===== config.mk =====
export PLATFORM = sky130hd
export DESIGN_NAME = string_literal_transcoder
export DESIGN_NICKNAME = d
export VERILOG_FILES = /design/src/hdl/slt_pkg.sv /design/src/hdl/string_literal_transcoder.sv
export SDC_FILE = /design/constraint.sdc
export NUM_CORES = 1
export LEC_CHECK = 0
export BUFFER_PORTS_ARGS = -buffer_cell sky130_fd_sc_hd__buf_2
export CAP_MARGIN = 20
export CORE_ASPECT_RATIO = 0.5
export CORE_UTILIZATION = 40
export DETAILED_ROUTE_END_ITERATION = 6
export PLACE_DENSITY_LB_ADDON = 0.12
export SYNTH_ARGS = -nofsm -noshare
export SYNTH_HDL_FRONTEND = slang
export SYNTH_SLANG_ARGS = --single-unit

===== constraint.sdc =====
create_clock -name aclk -period 10.2 [get_ports aclk]
set_input_delay 0 -clock aclk [delete_from_list [all_inputs] [get_ports aclk]]
set_output_delay 0 -clock aclk [all_outputs]
set_load 0.01 [all_outputs]

===== src/hdl/slt_pkg.sv =====
// ----------------------------------------------------------------------------
// String literal transcoder package
// Beat types, status and mode codes, and the small decode helpers shared
// by the transcoder.
// ----------------------------------------------------------------------------
package slt_pkg;

    typedef struct packed {
        logic [7:0] body_byte;
        logic       flush;
    } in_beat_t;

    typedef struct packed {
        logic [31:0] code_unit;
        logic        last_of_run;
        logic [1:0]  status;
    } out_beat_t;

    // Result status codes.
    localparam logic [1:0] STATUS_OK           = 2'd0;
    localparam logic [1:0] STATUS_HEX_NO_DIGIT = 2'd1;
    localparam logic [1:0] STATUS_BAD_UTF8     = 2'd2;

    // Unit width modes. The unused code behaves as UTF-32.
    localparam logic [1:0] MODE_BYTE  = 2'd0;
    localparam logic [1:0] MODE_UTF16 = 2'd1;
    localparam logic [1:0] MODE_UTF32 = 2'd2;
    localparam logic [1:0] MODE_RESET = MODE_UTF16;

    localparam logic [31:0] SUPP_BASE    = 32'h0001_0000;
    localparam logic [15:0] HI_SURR_BASE = 16'hd800;
    localparam logic [15:0] LO_SURR_BASE = 16'hdc00;
    localparam logic [31:0] CP_MAX       = 32'h0010_ffff;
    localparam logic [31:0] SURR_FIRST   = 32'h0000_d800;
    localparam logic [31:0] SURR_LAST    = 32'h0000_dfff;
    localparam logic [31:0] MIN_CP_U2    = 32'h0000_0080;
    localparam logic [31:0] MIN_CP_U3    = 32'h0000_0800;
    localparam logic [31:0] MIN_CP_U4    = 32'h0001_0000;

    localparam logic [7:0] CH_BSLASH = 8'h5c;
    localparam logic [7:0] CH_X      = 8'h78;

    // Result queue geometry.
    localparam int FIFO_DEPTH = 4;
    localparam int FIFO_PTR_W = $clog2(FIFO_DEPTH);
    localparam int FIFO_CNT_W = $clog2(FIFO_DEPTH + 1);

    // Truncate a value to the selected unit width.
    function automatic logic [31:0] cut_unit(input logic [1:0] mode, input logic [31:0] v);
        logic [31:0] r;
        case (mode)
            MODE_BYTE:  r = {24'd0, v[7:0]};
            MODE_UTF16: r = {16'd0, v[15:0]};
            default:    r = v;
        endcase
        return r;
    endfunction

    // Value of a single-character escape; other bytes stand for themselves,
    // sign-extended as a signed char.
    function automatic logic [31:0] named_escape(input logic [7:0] b);
        logic [31:0] r;
        case (b)
            8'h61:   r = 32'd7;
            8'h62:   r = 32'd8;
            8'h74:   r = 32'd9;
            8'h6e:   r = 32'd10;
            8'h76:   r = 32'd11;
            8'h66:   r = 32'd12;
            8'h72:   r = 32'd13;
            default: r = {{24{b[7]}}, b};
        endcase
        return r;
    endfunction

    // Hex digit value, or 16 when the byte is not a hex digit.
    function automatic logic [4:0] hex_digit(input logic [7:0] b);
        logic [4:0] r;
        if (b >= 8'h30 && b <= 8'h39) begin
            r = 5'(b - 8'h30);
        end else if (b >= 8'h61 && b <= 8'h66) begin
            r = 5'(b - 8'h57);
        end else if (b >= 8'h41 && b <= 8'h46) begin
            r = 5'(b - 8'h37);
        end else begin
            r = 5'd16;
        end
        return r;
    endfunction

endpackage


===== src/hdl/string_literal_transcoder.sv =====
// ----------------------------------------------------------------------------
// String literal transcoder
// Decodes escapes and UTF-8 in the body of a C string literal and emits
// 8-bit, UTF-16 or UTF-32 code units.
// ----------------------------------------------------------------------------
// One body byte per beat is taken on the s_ channel, and every cycle can take
// a new beat while the result queue has room. A beat is first captured in an
// input register and then decoded against the escape/UTF-8 state, which
// writes its zero, one or two results into a four-entry result queue; the
// first result reaches m_ through the input register and then the queue. A
// beat is decoded only when the queue has room for two results, so a beat
// that yields two results (a surrogate pair, or a pending escape closed by a
// byte that itself gives a unit) fills two queue entries, while the input side
// keeps moving as long as the queue drains. The unit width register is written
// through cfg_wr_en and cfg_wr_data; the user must write it only while no beat
// is in flight, as the block itself does not enforce this.
module string_literal_transcoder (
    input  logic              aclk,
    input  logic              aresetn,
    input  logic              cfg_wr_en,
    input  logic [1:0]        cfg_wr_data,
    input  logic              s_valid,
    output logic              s_ready,
    input  slt_pkg::in_beat_t s_data,
    output logic              m_valid,
    input  logic              m_ready,
    output slt_pkg::out_beat_t m_data
);
    import slt_pkg::*;

    typedef enum logic [2:0] {
        PH_IDLE,
        PH_BSL,
        PH_OCT,
        PH_HEX,
        PH_U2,
        PH_U3,
        PH_U4
    } phase_t;

    logic [1:0]  mode_reg;
    phase_t      phase_reg, phase_next;
    logic [31:0] acc_reg, acc_next;
    logic [1:0]  dc_reg, dc_next;
    logic [1:0]  cl_reg, cl_next;

    in_beat_t    in_reg;
    logic        in_valid_reg;

    out_beat_t               fifo_reg [FIFO_DEPTH];
    logic [FIFO_PTR_W-1:0]   wr_ptr_reg, rd_ptr_reg;
    logic [FIFO_CNT_W-1:0]   cnt_reg;

    logic        pop, fire;
    logic [FIFO_CNT_W-1:0] cnt_after_pop;

    // Decode signals
    logic [7:0]  b;
    logic        fl;
    logic [4:0]  hd;
    logic        oct_dig;
    logic [31:0] cp;
    logic [31:0] cp_off;
    logic [31:0] cp_min;
    logic        cp_ok;
    logic        put_a, put_b, idle_put, run_idle;
    logic [31:0] val_a, val_b, idle_val;
    logic [1:0]  st_a, idle_st;
    logic [1:0]  n_res;
    out_beat_t   slot0, slot1;

    assign pop           = (cnt_reg != '0) && m_ready;
    assign cnt_after_pop = cnt_reg - {{(FIFO_CNT_W-1){1'b0}}, pop};
    assign fire          = in_valid_reg && (cnt_after_pop <= FIFO_CNT_W'(FIFO_DEPTH - 2));
    assign s_ready       = !in_valid_reg || fire;
    assign m_valid       = (cnt_reg != '0);
    assign m_data        = fifo_reg[rd_ptr_reg];

    always_comb begin
        phase_next = phase_reg;
        acc_next   = acc_reg;
        dc_next    = dc_reg;
        cl_next    = cl_reg;
        put_a      = 1'b0;
        put_b      = 1'b0;
        val_a      = '0;
        val_b      = '0;
        st_a       = STATUS_OK;
        run_idle   = 1'b0;
        idle_put   = 1'b0;
        idle_val   = '0;
        idle_st    = STATUS_OK;
        b          = in_reg.body_byte;
        fl         = in_reg.flush;
        hd         = hex_digit(b);
        oct_dig    = (b >= 8'h30) && (b <= 8'h37);
        cp         = {acc_reg[25:0], b[5:0]};
        cp_off     = cp - SUPP_BASE;
        case (phase_reg)
            PH_U2:   cp_min = MIN_CP_U2;
            PH_U3:   cp_min = MIN_CP_U3;
            default: cp_min = MIN_CP_U4;
        endcase
        cp_ok = (cp >= cp_min) && (cp <= CP_MAX) && !((cp >= SURR_FIRST) && (cp <= SURR_LAST));

        case (phase_reg)
            PH_BSL: begin
                phase_next = PH_IDLE;
                acc_next   = '0;
                dc_next    = '0;
                cl_next    = '0;
                if (!fl) begin
                    if (oct_dig) begin
                        phase_next = PH_OCT;
                        acc_next   = {29'd0, b[2:0]};
                        dc_next    = 2'd1;
                    end else if (b == CH_X) begin
                        phase_next = PH_HEX;
                    end else begin
                        put_a = 1'b1;
                        val_a = cut_unit(mode_reg, named_escape(b));
                    end
                end
            end
            PH_OCT: begin
                if (!fl && oct_dig) begin
                    acc_next = {acc_reg[28:0], b[2:0]};
                    dc_next  = dc_reg + 2'd1;
                    if (dc_next == 2'd3 || dc_next == 2'd0) begin
                        put_a      = 1'b1;
                        val_a      = cut_unit(mode_reg, acc_next);
                        phase_next = PH_IDLE;
                        acc_next   = '0;
                        dc_next    = '0;
                        cl_next    = '0;
                    end
                end else begin
                    put_a      = 1'b1;
                    val_a      = cut_unit(mode_reg, acc_reg);
                    phase_next = PH_IDLE;
                    acc_next   = '0;
                    dc_next    = '0;
                    cl_next    = '0;
                    run_idle   = !fl;
                end
            end
            PH_HEX: begin
                if (!fl && !hd[4]) begin
                    acc_next = {acc_reg[27:0], hd[3:0]};
                    dc_next  = 2'd1;
                end else begin
                    put_a      = 1'b1;
                    phase_next = PH_IDLE;
                    acc_next   = '0;
                    dc_next    = '0;
                    cl_next    = '0;
                    if (dc_reg == 2'd0) begin
                        // The offending byte is dropped after the error.
                        st_a = STATUS_HEX_NO_DIGIT;
                    end else begin
                        val_a    = cut_unit(mode_reg, acc_reg);
                        run_idle = !fl;
                    end
                end
            end
            PH_U2, PH_U3, PH_U4: begin
                if (fl || b[7:6] != 2'b10 || cl_reg == 2'd0) begin
                    put_a      = 1'b1;
                    st_a       = STATUS_BAD_UTF8;
                    phase_next = PH_IDLE;
                    acc_next   = '0;
                    dc_next    = '0;
                    cl_next    = '0;
                end else begin
                    acc_next = cp;
                    cl_next  = cl_reg - 2'd1;
                    if (cl_next == 2'd0) begin
                        put_a      = 1'b1;
                        phase_next = PH_IDLE;
                        acc_next   = '0;
                        dc_next    = '0;
                        if (!cp_ok) begin
                            st_a = STATUS_BAD_UTF8;
                        end else if (mode_reg == MODE_UTF16 && cp >= SUPP_BASE) begin
                            put_b = 1'b1;
                            val_a = {16'd0, HI_SURR_BASE + {6'd0, cp_off[19:10]}};
                            val_b = {16'd0, LO_SURR_BASE + {6'd0, cp_off[9:0]}};
                        end else begin
                            val_a = cut_unit(mode_reg, cp);
                        end
                    end
                end
            end
            default: begin
                phase_next = PH_IDLE;
                acc_next   = '0;
                dc_next    = '0;
                cl_next    = '0;
                run_idle   = !fl;
            end
        endcase

        // A byte seen with no escape or sequence pending.
        if (run_idle) begin
            if (b == CH_BSLASH) begin
                phase_next = PH_BSL;
            end else if (mode_reg == MODE_BYTE || !b[7]) begin
                idle_put = 1'b1;
                idle_val = {24'd0, b};
            end else if (b[7:5] == 3'b110) begin
                phase_next = PH_U2;
                acc_next   = {27'd0, b[4:0]};
                cl_next    = 2'd1;
            end else if (b[7:4] == 4'b1110) begin
                phase_next = PH_U3;
                acc_next   = {28'd0, b[3:0]};
                cl_next    = 2'd2;
            end else if (b[7:3] == 5'b11110) begin
                phase_next = PH_U4;
                acc_next   = {29'd0, b[2:0]};
                cl_next    = 2'd3;
            end else begin
                idle_put = 1'b1;
                idle_st  = STATUS_BAD_UTF8;
            end
        end

        n_res = {1'b0, put_a} + {1'b0, put_b} + {1'b0, idle_put};

        slot0.code_unit   = put_a ? val_a : idle_val;
        slot0.status      = put_a ? st_a : idle_st;
        slot0.last_of_run = (n_res == 2'd1);
        slot1.code_unit   = put_b ? val_b : idle_val;
        slot1.status      = put_b ? STATUS_OK : idle_st;
        slot1.last_of_run = 1'b1;
    end

    always_ff @(posedge aclk) begin
        if (!aresetn) begin
            mode_reg     <= MODE_RESET;
            phase_reg    <= PH_IDLE;
            acc_reg      <= '0;
            dc_reg       <= '0;
            cl_reg       <= '0;
            in_valid_reg <= 1'b0;
            wr_ptr_reg   <= '0;
            rd_ptr_reg   <= '0;
            cnt_reg      <= '0;
        end else begin
            if (cfg_wr_en) begin
                mode_reg <= cfg_wr_data;
            end
            if (s_valid && s_ready) begin
                in_valid_reg <= 1'b1;
            end else if (fire) begin
                in_valid_reg <= 1'b0;
            end
            if (fire) begin
                phase_reg  <= phase_next;
                acc_reg    <= acc_next;
                dc_reg     <= dc_next;
                cl_reg     <= cl_next;
                wr_ptr_reg <= wr_ptr_reg + FIFO_PTR_W'(n_res);
            end
            if (pop) begin
                rd_ptr_reg <= rd_ptr_reg + FIFO_PTR_W'(1);
            end
            cnt_reg <= cnt_after_pop + (fire ? FIFO_CNT_W'(n_res) : '0);
        end
        if (s_valid && s_ready) begin
            in_reg <= s_data;
        end
        if (fire && n_res != 2'd0) begin
            fifo_reg[wr_ptr_reg] <= slot0;
        end
        if (fire && n_res == 2'd2) begin
            fifo_reg[wr_ptr_reg + FIFO_PTR_W'(1)] <= slot1;
        end
    end

    // The queue never holds more entries than it has.
    a_cnt_bound: assert property (@(posedge aclk) disable iff (!aresetn)
        cnt_reg <= FIFO_CNT_W'(FIFO_DEPTH))
        else $error("result queue count out of range");

    // With nothing pending, the decode state is fully cleared.
    a_idle_clean: assert property (@(posedge aclk) disable iff (!aresetn)
        (phase_reg == PH_IDLE) |-> (acc_reg == '0 && dc_reg == '0 && cl_reg == '0))
        else $error("idle phase with leftover decode state");

    // A UTF-8 sequence in progress always expects more continuation bytes.
    a_utf8_left: assert property (@(posedge aclk) disable iff (!aresetn)
        (phase_reg == PH_U2 || phase_reg == PH_U3 || phase_reg == PH_U4) |-> (cl_reg != '0))
        else $error("UTF-8 phase with no continuation bytes left");

    // Error results carry a zero code unit.
    a_err_zero: assert property (@(posedge aclk) disable iff (!aresetn)
        (m_valid && m_data.status != STATUS_OK) |-> (m_data.code_unit == '0))
        else $error("error result with nonzero code unit");

    // A beat that waits in the input register is decoded once the queue drains.
    a_fire_room: assert property (@(posedge aclk) disable iff (!aresetn)
        (in_valid_reg && cnt_reg == '0) |-> fire)
        else $error("input beat stalled with an empty result queue");

endmodule


# After elaboration in Yosys (flattened, before gate mapping)
# Memory sizes are Yosys's and may differ from the RTL's. A register that Yosys moved wholly into a read port is not among the register bits.
# Cells that the tools add are included.
# word_totals
ram_bits	140
mem_count	1
wordCells	226
regBits	58
out_inout_bits	37
in_bits	16
# op_classes
n_mux	126
n_eq_ne	24
add_sub_neg	15
n_lt_le_gt_ge	13
reduce_logical	36
# memory_table
memory	words	word_bits	rd	rd_clocked_by_memory_dff	write_ports	line_no	source
fifo_reg	4	35	1	1	2	string_literal_transcoder.sv:50	out_beat_t fifo_reg [FIFO_DEPTH];
# ops
op	count
$mux 32	24
$pmux 32 s2	4
$pmux 32 s4	2
$pmux 32 s7	1
$mux 16	5
$eq 8x7->1 const B	9
$mux 2	31
$mux 3	13
$pmux 17 s2	1
$mux 1	33
$add 15x11->16 const A	2
$ge 32x16->1 const B	1
$ge 32x17->1	1
$ge 32x17->1 const B	1
$le 32x16->1 const B	1
$le 32x21->1 const B	1
$mux 8	3
$sub 20x17->20 const B	1
$ge 8x7->1 const B	2
$le 8x6->1 const B	2
$le 8x7->1 const B	2
$logic_and 1x1->1	15
$mux 5	3
$sub 5x5->5 const B	3
other kinds (32)	53

# Longest topological paths before layout
# Gate-level depths: netlist (run 1).
# depth
ltp_word	15
depth_mapped	20
mapped_depth_nobuf	15

# Worst setup path before layout (run 1)
# OpenSTA, ideal clock, no wires.
# synth_timing
path_kind	register -> register
start	register phase_reg[1]
end	memory fifo_reg[1][10] (netlist name) (enable)
path_stages_with_launch	19
required_ps	9832
t_arrival_ps	4675
period_less_slack_ps	5043
path_slack_ps	5157
setup_ps	368
path_buffers	5
cell_sequence	dfxtp_1 > clkbuf_1 > nor2b_1 > nor2b_1 > ha_1 > or4b_1 > o211ai_2 > a21oi_2 > or4b_1 > or3_1 > buf_6 > fa_1 > clkbuf_1 > a21oi_1 > and2_0 > clkbuf_1 > nor2_1 > clkbuf_1 > inv_1
# synth_lines
item	line_no	source
from (decl)	string_literal_transcoder.sv:42	phase_t phase_reg, phase_next;
from (signal assigned)	string_literal_transcoder.sv:259	phase_reg <= phase_next;
to (decl)	string_literal_transcoder.sv:50	

==> flow_summary.toml, run 1 <==
[setup_path]
reg2reg_from = "phase_reg[1]$_SDFFE_PN0P_"
cp_data_required_time_ns = 10.52
crit_path_max_fanout = 23
rr_endpoint = "fifo_reg[3][2]$_SDFFE_PP1N_"
cp-end-kind = "flop"
cp-start-kind = "flop"
critPathKind = "reg -> reg"
startpoint = "phase_reg[1]$_SDFFE_PN0P_"
worstRegToRegCells = 15
reg2reg_setup_slack_ns = 3.90
crit_arrival_ns = 6.62

[layout]
nFillCells = 2433
final_common_cell = "dfxtp_1"
largest_reg_flops = 140
multi_input_area_um2 = 5264
seq_area_um2 = 4737
syn2layout_area_growth_pct = 11.30
final_cells = 1396
n_antenna_cell = 0
layout-drive-gt1-share_pct = 15.11
nets = 1073
final_cell_mix = "dfxtp_1, a22o_1, edfxtp_1, nand2_1, a21oi_1"

[synth]
async_flop_share_pct = 0
syn_avg_cell_area_um2 = 10.06
ys_ff_latch = 200
synth-edff-count = 73
yosysSeqAreaShare_pct = 45.09
syn_nets = 1078
ys_types = 72
yosysWarnings = 0
syn_inst = 1044
synthesis.area_um2 = 10500
ys.flop_type = "dfxtp_1"

[min_path]
hold-path-cell-count = 4
whs_endpoint = "rd_ptr_reg[0]$_SDFFE_PN0P_"
holdCritStartpoint = "m_ready"
worstHoldPathType = "in -> reg"

[run_status]
violations = "design-rule violations"
status = "complete, but fails checks"

[clocking]
post_cts_resized = 0
clk_path_buf_depth = 2
cts_setup_buffers = 0
clock_latency_ns = 0.46
htree_levels = 4
cts_tree = "yes"
hold_buffers = 14
numCtsBuffers = 17
cts_sinks = 200
cts-root-buf = "clkbuf_16"
clkTransAtPathRegs_ns = 0.08

[timing]
max_clock_freq_mhz = 158.7
fin_crit_ns = 6.301
worstMarginPinSlew_ns = 1.072
hold_viol_final = 0
skew_ns = 0.01313
setup_tns_ns = 0
relSlewSlack_pct = 27.56
finalCritPeriodShare_pct = 61.77
slew_viol_final = 0
rsz0062_at_grt = "no"
setup_viol = 0

[floorplan]
num_rows = 41
core-area_um2 = 25500
fp.dieW_um = 231.1
die_h_um = 116.6
die-area_um2 = 26940
io_pins = 53
start_util_pct = 41.18

[pwr]
power_density_nw_per_um2 = 199.4
p_leak_nw = 4.014
irDropWorstVdd_v = 0.0001408

[detailed_routing]
drtIter0Drc = 1357
routedWlPerCell_um = 23.17
routed_wl_um = 32340
routed_via_density = 6.318
vias = 8820
drc = 10
route.antenna.remaining_nets = 0
dr.pass1.iters = 7

[global_routing]
grt_pass1_wl_um = 49330
grt_pass1_vias = 8125
antenna_found_initial = 0
grt_max_degree = 53
grt-ovfl-total = 0
track_usage_pct = 24.46

[placement]
placed_cells = 1348
port_buffers = 52
routabilityCongestion = 0.8982
hpwl_um = 21790

[run]
max_cap_violations = 0
## cell usage after synthesis, types with 6 or more instances
cell        n  share of area, %
a21boi_0    6              0.43
nor4_1      6              0.36
nand3_1    34               1.6
a21o_1      6              0.43
o21ai_0    42               2.0
a21oi_1    66               3.1
nor2_1     56               2.0
buf_2       9              0.43
nor4b_1     6              0.50
a221oi_1   18               1.5
nand2_1    69               2.5
mux4_2     35               7.5
dfxtp_1   127                24
a22o_1     79               6.6
or3_1      10              0.60
a31oi_1     7              0.42
a221o_1    12               1.1
edfxtp_1   73                21
ha_1       16               1.9
clkbuf_1   86               3.1
inv_1      25              0.89
and2_1     25               1.5
nor2b_1    42               2.5
nor3_1     13              0.62
a222oi_1   28               2.7
o22ai_1    38               2.3
buf_1       9              0.32
o21ai_1     6              0.29
## where the power goes
group          internal, mW  switching (mW)
combinational         0.234           0.424
clock                 0.376           0.339
sequential            0.892          0.0658
## metrics by stage
stage / util [%] / cell area [um^2] / hold slack (ns) / power (mW) / setup WS (ns)
after floorplan: - / 10500 / 0.09887 / 1.395 / 5.157
after global placement: 42.71 / 10890 / 0.1803 / 1.604 / 4.185
after detailed placement: 42.71 / 10890 / 0.1815 / 1.614 / 3.993
after CTS: 45.75 / 11660 / 0.06317 / 2.329 / 3.955
after global routing: 45.84 / 11690 / 0.1236 / 2.430 / 3.462
final: 45.84 / 11690 / 0.07621 / 2.330 / 3.899
## worst max-delay path: stages, from the launching register on
cell      delay (ns)
dfxtp_1         0.51
nor2b_1         0.13
nor2b_1         0.16
ha_1            0.28
or4b_1          0.45
o211ai_2        0.17
a21oi_2         0.11
or4b_1          0.56
or3_1           0.61
fa_1            0.72
a21oi_1         0.22
nand3_1         0.47
and2_1          0.83
inv_1           0.62
nor2_1          0.25
a31oi_1         0.06
## cell families after synthesis
logic type | Yosys count | share of synthesized area (%)
compound gates | 344 | 23.77
simple gates | 303 | 15.23
flops | 200 | 45.09
buf+inv | 131 | 4.933
mux | 40 | 8.020
fa+ha+maj | 18 | 2.288
xor+xnor | 8 | 0.6673
## how the worst max path moves through the flow
stage	to	cells after the start
finish	fifo_reg[3][2]$_SDFFE_PP1N_	15
global route	fifo_reg[3][2]$_SDFFE_PP1N_	15
CTS	fifo_reg[2][7]$_DFFE_PP_	13
detailed placement	fifo_reg[2][3]$_DFFE_PP_	13
global placement	fifo_reg[3][9]$_DFFE_PP_	13
floorplan	fifo_reg[1][10]$_DFFE_PP_	18
## per-layer routing
layer  track usage (%)  part of all wire (%)  up-vias
met1             37.87                    51     4330
met4             6.755                   1.0        0
met5                 0                     0        -
met2             33.15                    40      446
met3             5.811                   8.7       28
li1                  -                     -     4016
## layout make-up
type                       instances  share of cell area [%]
multi-input combinational        713                   45.04
sequential                       200                   40.54
clock buffer                      21                   4.400
timing repair buffer              82                   4.518
tap                              344                   3.683
inverter                          25                  0.8030
clock inverter                    11                   1.017
(Power assumes the default switching activity.)
==> run 2, diff against run 1 <==
--- a/config.mk
+++ b/config.mk
@@ -5,6 +5,7 @@
 export SDC_FILE = /design/constraint.sdc
 export NUM_CORES = 1
 export LEC_CHECK = 0
+export ABC_AREA = 1
 export BUFFER_PORTS_ARGS = -buffer_cell sky130_fd_sc_hd__buf_2
 export CAP_MARGIN = 20
 export CORE_ASPECT_RATIO = 0.5
==> constraint.sdc (replaced) <==
create_clock -name aclk -period 5.8 [get_ports aclk]
set_input_delay 0 -clock aclk [delete_from_list [all_inputs] [get_ports aclk]]
set_output_delay 0 -clock aclk [all_outputs]
set_load 0.01 [all_outputs]
==> run 2 against run 1 <==
  * The flow still finishes with violations (design-rule violations)
  * Highest routed layer unchanged
  * Non-clock buffer count is 2 higher
  * Die area is 11% higher
  * Critical path depth is 1 higher
  * Wire length is 24% higher
  * Synthesized cell count is 61% higher
  * Clock power is 82% higher
  * Register-to-register slack worse by 3.4 ns
  * Final area is 10% higher
  * Clock-buffer cell count is 2 lower
  * Clock skew is 0.0017 ns higher
  * Critical path type unchanged
==> flow_summary.toml, run 2 <==
[setup_path]
worstRegToRegCells = 16
cp-end-kind = "flop"
slowest_stage = "nor2_2"
crit_cells = 16
cp_data_required_time_ns = 5.84
critPathTopFamily = "simple AND/OR/NAND/NOR gates"
rr_endpoint = "fifo_reg[2][8]$_DFFE_PP_"
crit_top_cell = "nand2_1"
cp-start-kind = "flop"
crit_path_max_fanout = 19
critPathKind = "reg -> reg"
critPathMaxStageDelay_ns = 0.79
reg2reg_setup_slack_ns = 0.46
crit_arrival_ns = 5.38
path_cells = "inv_2 -> nand2_1 -> nor2_1 -> nand2_1 -> nor2_1 -> nand2_1 -> nand3_2 -> nand3_4 -> inv_2 -> nand2_2 -> fa_1 -> a21oi_2 -> nand3_1 -> clkinv_1 -> nor2_2 -> inv_1"
cp_num_buf_inv = 4
reg2reg_from = "b[3]$_DFFE_PP_"

[timing]
slew_viol_final = 0
hold_viol_final = 0
fin_worst_hold_slack_ns = 0.2368
skew_ns = 0.01480
setup_tns_ns = 0
setup_viol = 0
finalCritPeriodShare_pct = 92.13
rsz0062_at_grt = "no"
max_clock_freq_mhz = 187.1
fin_crit_ns = 5.344
worstMarginPinSlew_ns = 1.035
relSlewSlack_pct = 30.92

[layout]
n_antenna_cell = 0
multi_input_area_um2 = 6001
final_common_cell = "nand2_1"
syn2layout_area_growth_pct = 10.63
largest_reg_flops = 140
seq_area_um2 = 4736
final_cells = 2100
nFillCells = 2940
postLayoutCoreUtil_pct = 45.77
nets = 1739
layout-drive-gt1-share_pct = 9.895
final_cell_mix = "nand2_1, nor2_1, o21ai_0, dfxtp_1, inv_1"

[floorplan]
num_rows = 43
io_pins = 53
die-area_um2 = 29890
start_util_pct = 41.38
core-area_um2 = 28190
fp.dieW_um = 243.5
die_h_um = 122.8

[detailed_routing]
routed_via_density = 5.597
drc = 4
route.antenna.remaining_nets = 0
routed_wl_um = 40020
dr.pass1.iters = 7
drtIter0Drc = 1352
vias = 11750
routedWlPerCell_um = 19.06

[global_routing]
grt_pass1_vias = 10750
track_usage_pct = 27.35
grt_pass1_wl_um = 62310
grt-ovfl-total = 0
grt_max_degree = 72
antenna_found_initial = 0

[synth]
synthAdderAreaFrac_pct = 2.059
synth_compound_area_share_pct = 16.40
syn_avg_cell_area_um2 = 6.919
yosysSeqAreaShare_pct = 40.59
syn_nets = 1720
netlist.area_leader.share_pct = 21.80
synth_mux_area_share_pct = 0
async_flop_share_pct = 0
yosysWarnings = 0
synthesis.area_um2 = 11660
synth_top_family_by_area = "simple AND/OR/NAND/NOR gates"
synth_xor_area_share_pct = 0.5899
yosysTopAreaCell = "dfxtp_1"
ys_types = 50
synthSimpleGateAreaFrac_pct = 32.39
ys_ff_latch = 200
synth_common_cells = "nand2_1, nor2_1, o21ai_0"
synth.most_common_cell = "nand2_1"
ys.flop_type = "dfxtp_1"
syn_inst = 1686
synth-edff-count = 73
synth_area_leaders = "dfxtp_1, edfxtp_1, nand2_1, nor2_1, o21ai_0"

[run]
max_cap_violations = 0

[clocking]
htree_levels = 4
clk_path_buf_depth = 2
cts-root-buf = "clkbuf_16"
cts_tree = "yes"
post_cts_resized = 0
clkTransAtPathRegs_ns = 0.09
cts_sinks = 200
numCtsBuffers = 17
clock_latency_ns = 0.47

[placement]
routabilityCongestion = 0.9812
port_buffers = 52
placed_cells = 2052
hpwl_um = 27980

[pwr]
total_power_mw = 4.160
p_leak_nw = 5.729
power_density_nw_per_um2 = 322.3
irDropWorstVdd_v = 0.0002216

[min_path]
holdCritStartpoint = "s_data[2]"
hold-path-cell-count = 2
whs_endpoint = "b[1]$_DFFE_PP_"
worstHoldPathType = "in -> reg"

[run_status]
status = "complete, but fails checks"
violations = "design-rule violations"
-- run 2: changes by cell type after synthesis, moves of 18 or more --
cell / previous run / this run
a221oi_1: 18 / 0
a222oi_1: 28 / 0
a22o_1: 79 / 4
and2_1: 25 / 0
clkbuf_1: 86 / 46
inv_1: 25 / 114
mux4_2: 35 / 0
nand2_1: 69 / 538
nand3_1: 34 / 96
nor2_1: 56 / 204
nor2b_1: 42 / 1
o21ai_0: 42 / 140
o22ai_1: 38 / 65
-- run 2: cell families (layout without fill, tap and decap cells) --
| family | count (synthesis) | in the layout |
|---|---|---|
| AOI/OAI and AO/OA | 336 | 336 |
| xor gates and xnor gates | 7 | 7 |
| adders and majority gates | 18 | 18 |
| buffers and inverters | 217 | 249 |
| DFF | 200 | 200 |
| and+or+nand+nor | 908 | 908 |
-- run 2: area by class of cell --
cell class	instances	area share, %
well taps	382	3.704
clock buffers	19	3.597
multi-input cells	1269	46.50
inverters	133	3.898
flip-flops and latches	200	36.70
repair buffers	84	4.324
clock inverters	13	1.280
-- run 2: metal layers --
layer	global-route usage (%)	vias up	routed length (um)
met4	6.641	0	527
met3	5.467	41	3789
met5	0	-	0
met2	38.50	550	16040
met1	42.01	5557	19670
li1	-	5605	-
-- run 2: worst max path at each step --
stage | slack, ns | endpoint | start
after global placement | 0.68 | fifo_reg[2][8]$_DFFE_PP_ | b[3]$_DFFE_PP_
final | 0.46 | fifo_reg[2][8]$_DFFE_PP_ | b[3]$_DFFE_PP_
after global routing | 0.17 | fifo_reg[1][2]$_SDFFE_PP1P_ | b[3]$_DFFE_PP_
after CTS | 0.55 | fifo_reg[2][9]$_DFFE_PP_ | b[3]$_DFFE_PP_
after detailed placement | 0.57 | fifo_reg[2][11]$_DFFE_PP_ | b[3]$_DFFE_PP_
after floorplan | 2.15 | fifo_reg[1][10]$_DFFE_PP_ | b[0]$_DFFE_PP_
-- run 2: repair_timing --
action	in CTS	in global routing
hold buffers	15	0
endpoints found under the hold margin	22	0
endpoints found under the setup margin	0	0
setup buffers	0	0
-- run 2: where the power goes --
group / internal, mW / switching (mW)
logic: 0.369 / 0.894
registers: 1.54 / 0.0626
clock network: 0.661 / 0.635
-- run 2: metrics by stage --
stage	setup slack [ns]	cell area (um^2)
floorplan	2.154	11660
global placement	0.6775	12100
detailed placement	0.5665	12100
CTS	0.5493	12880
global route	0.1671	12900
finish	0.4562	12900
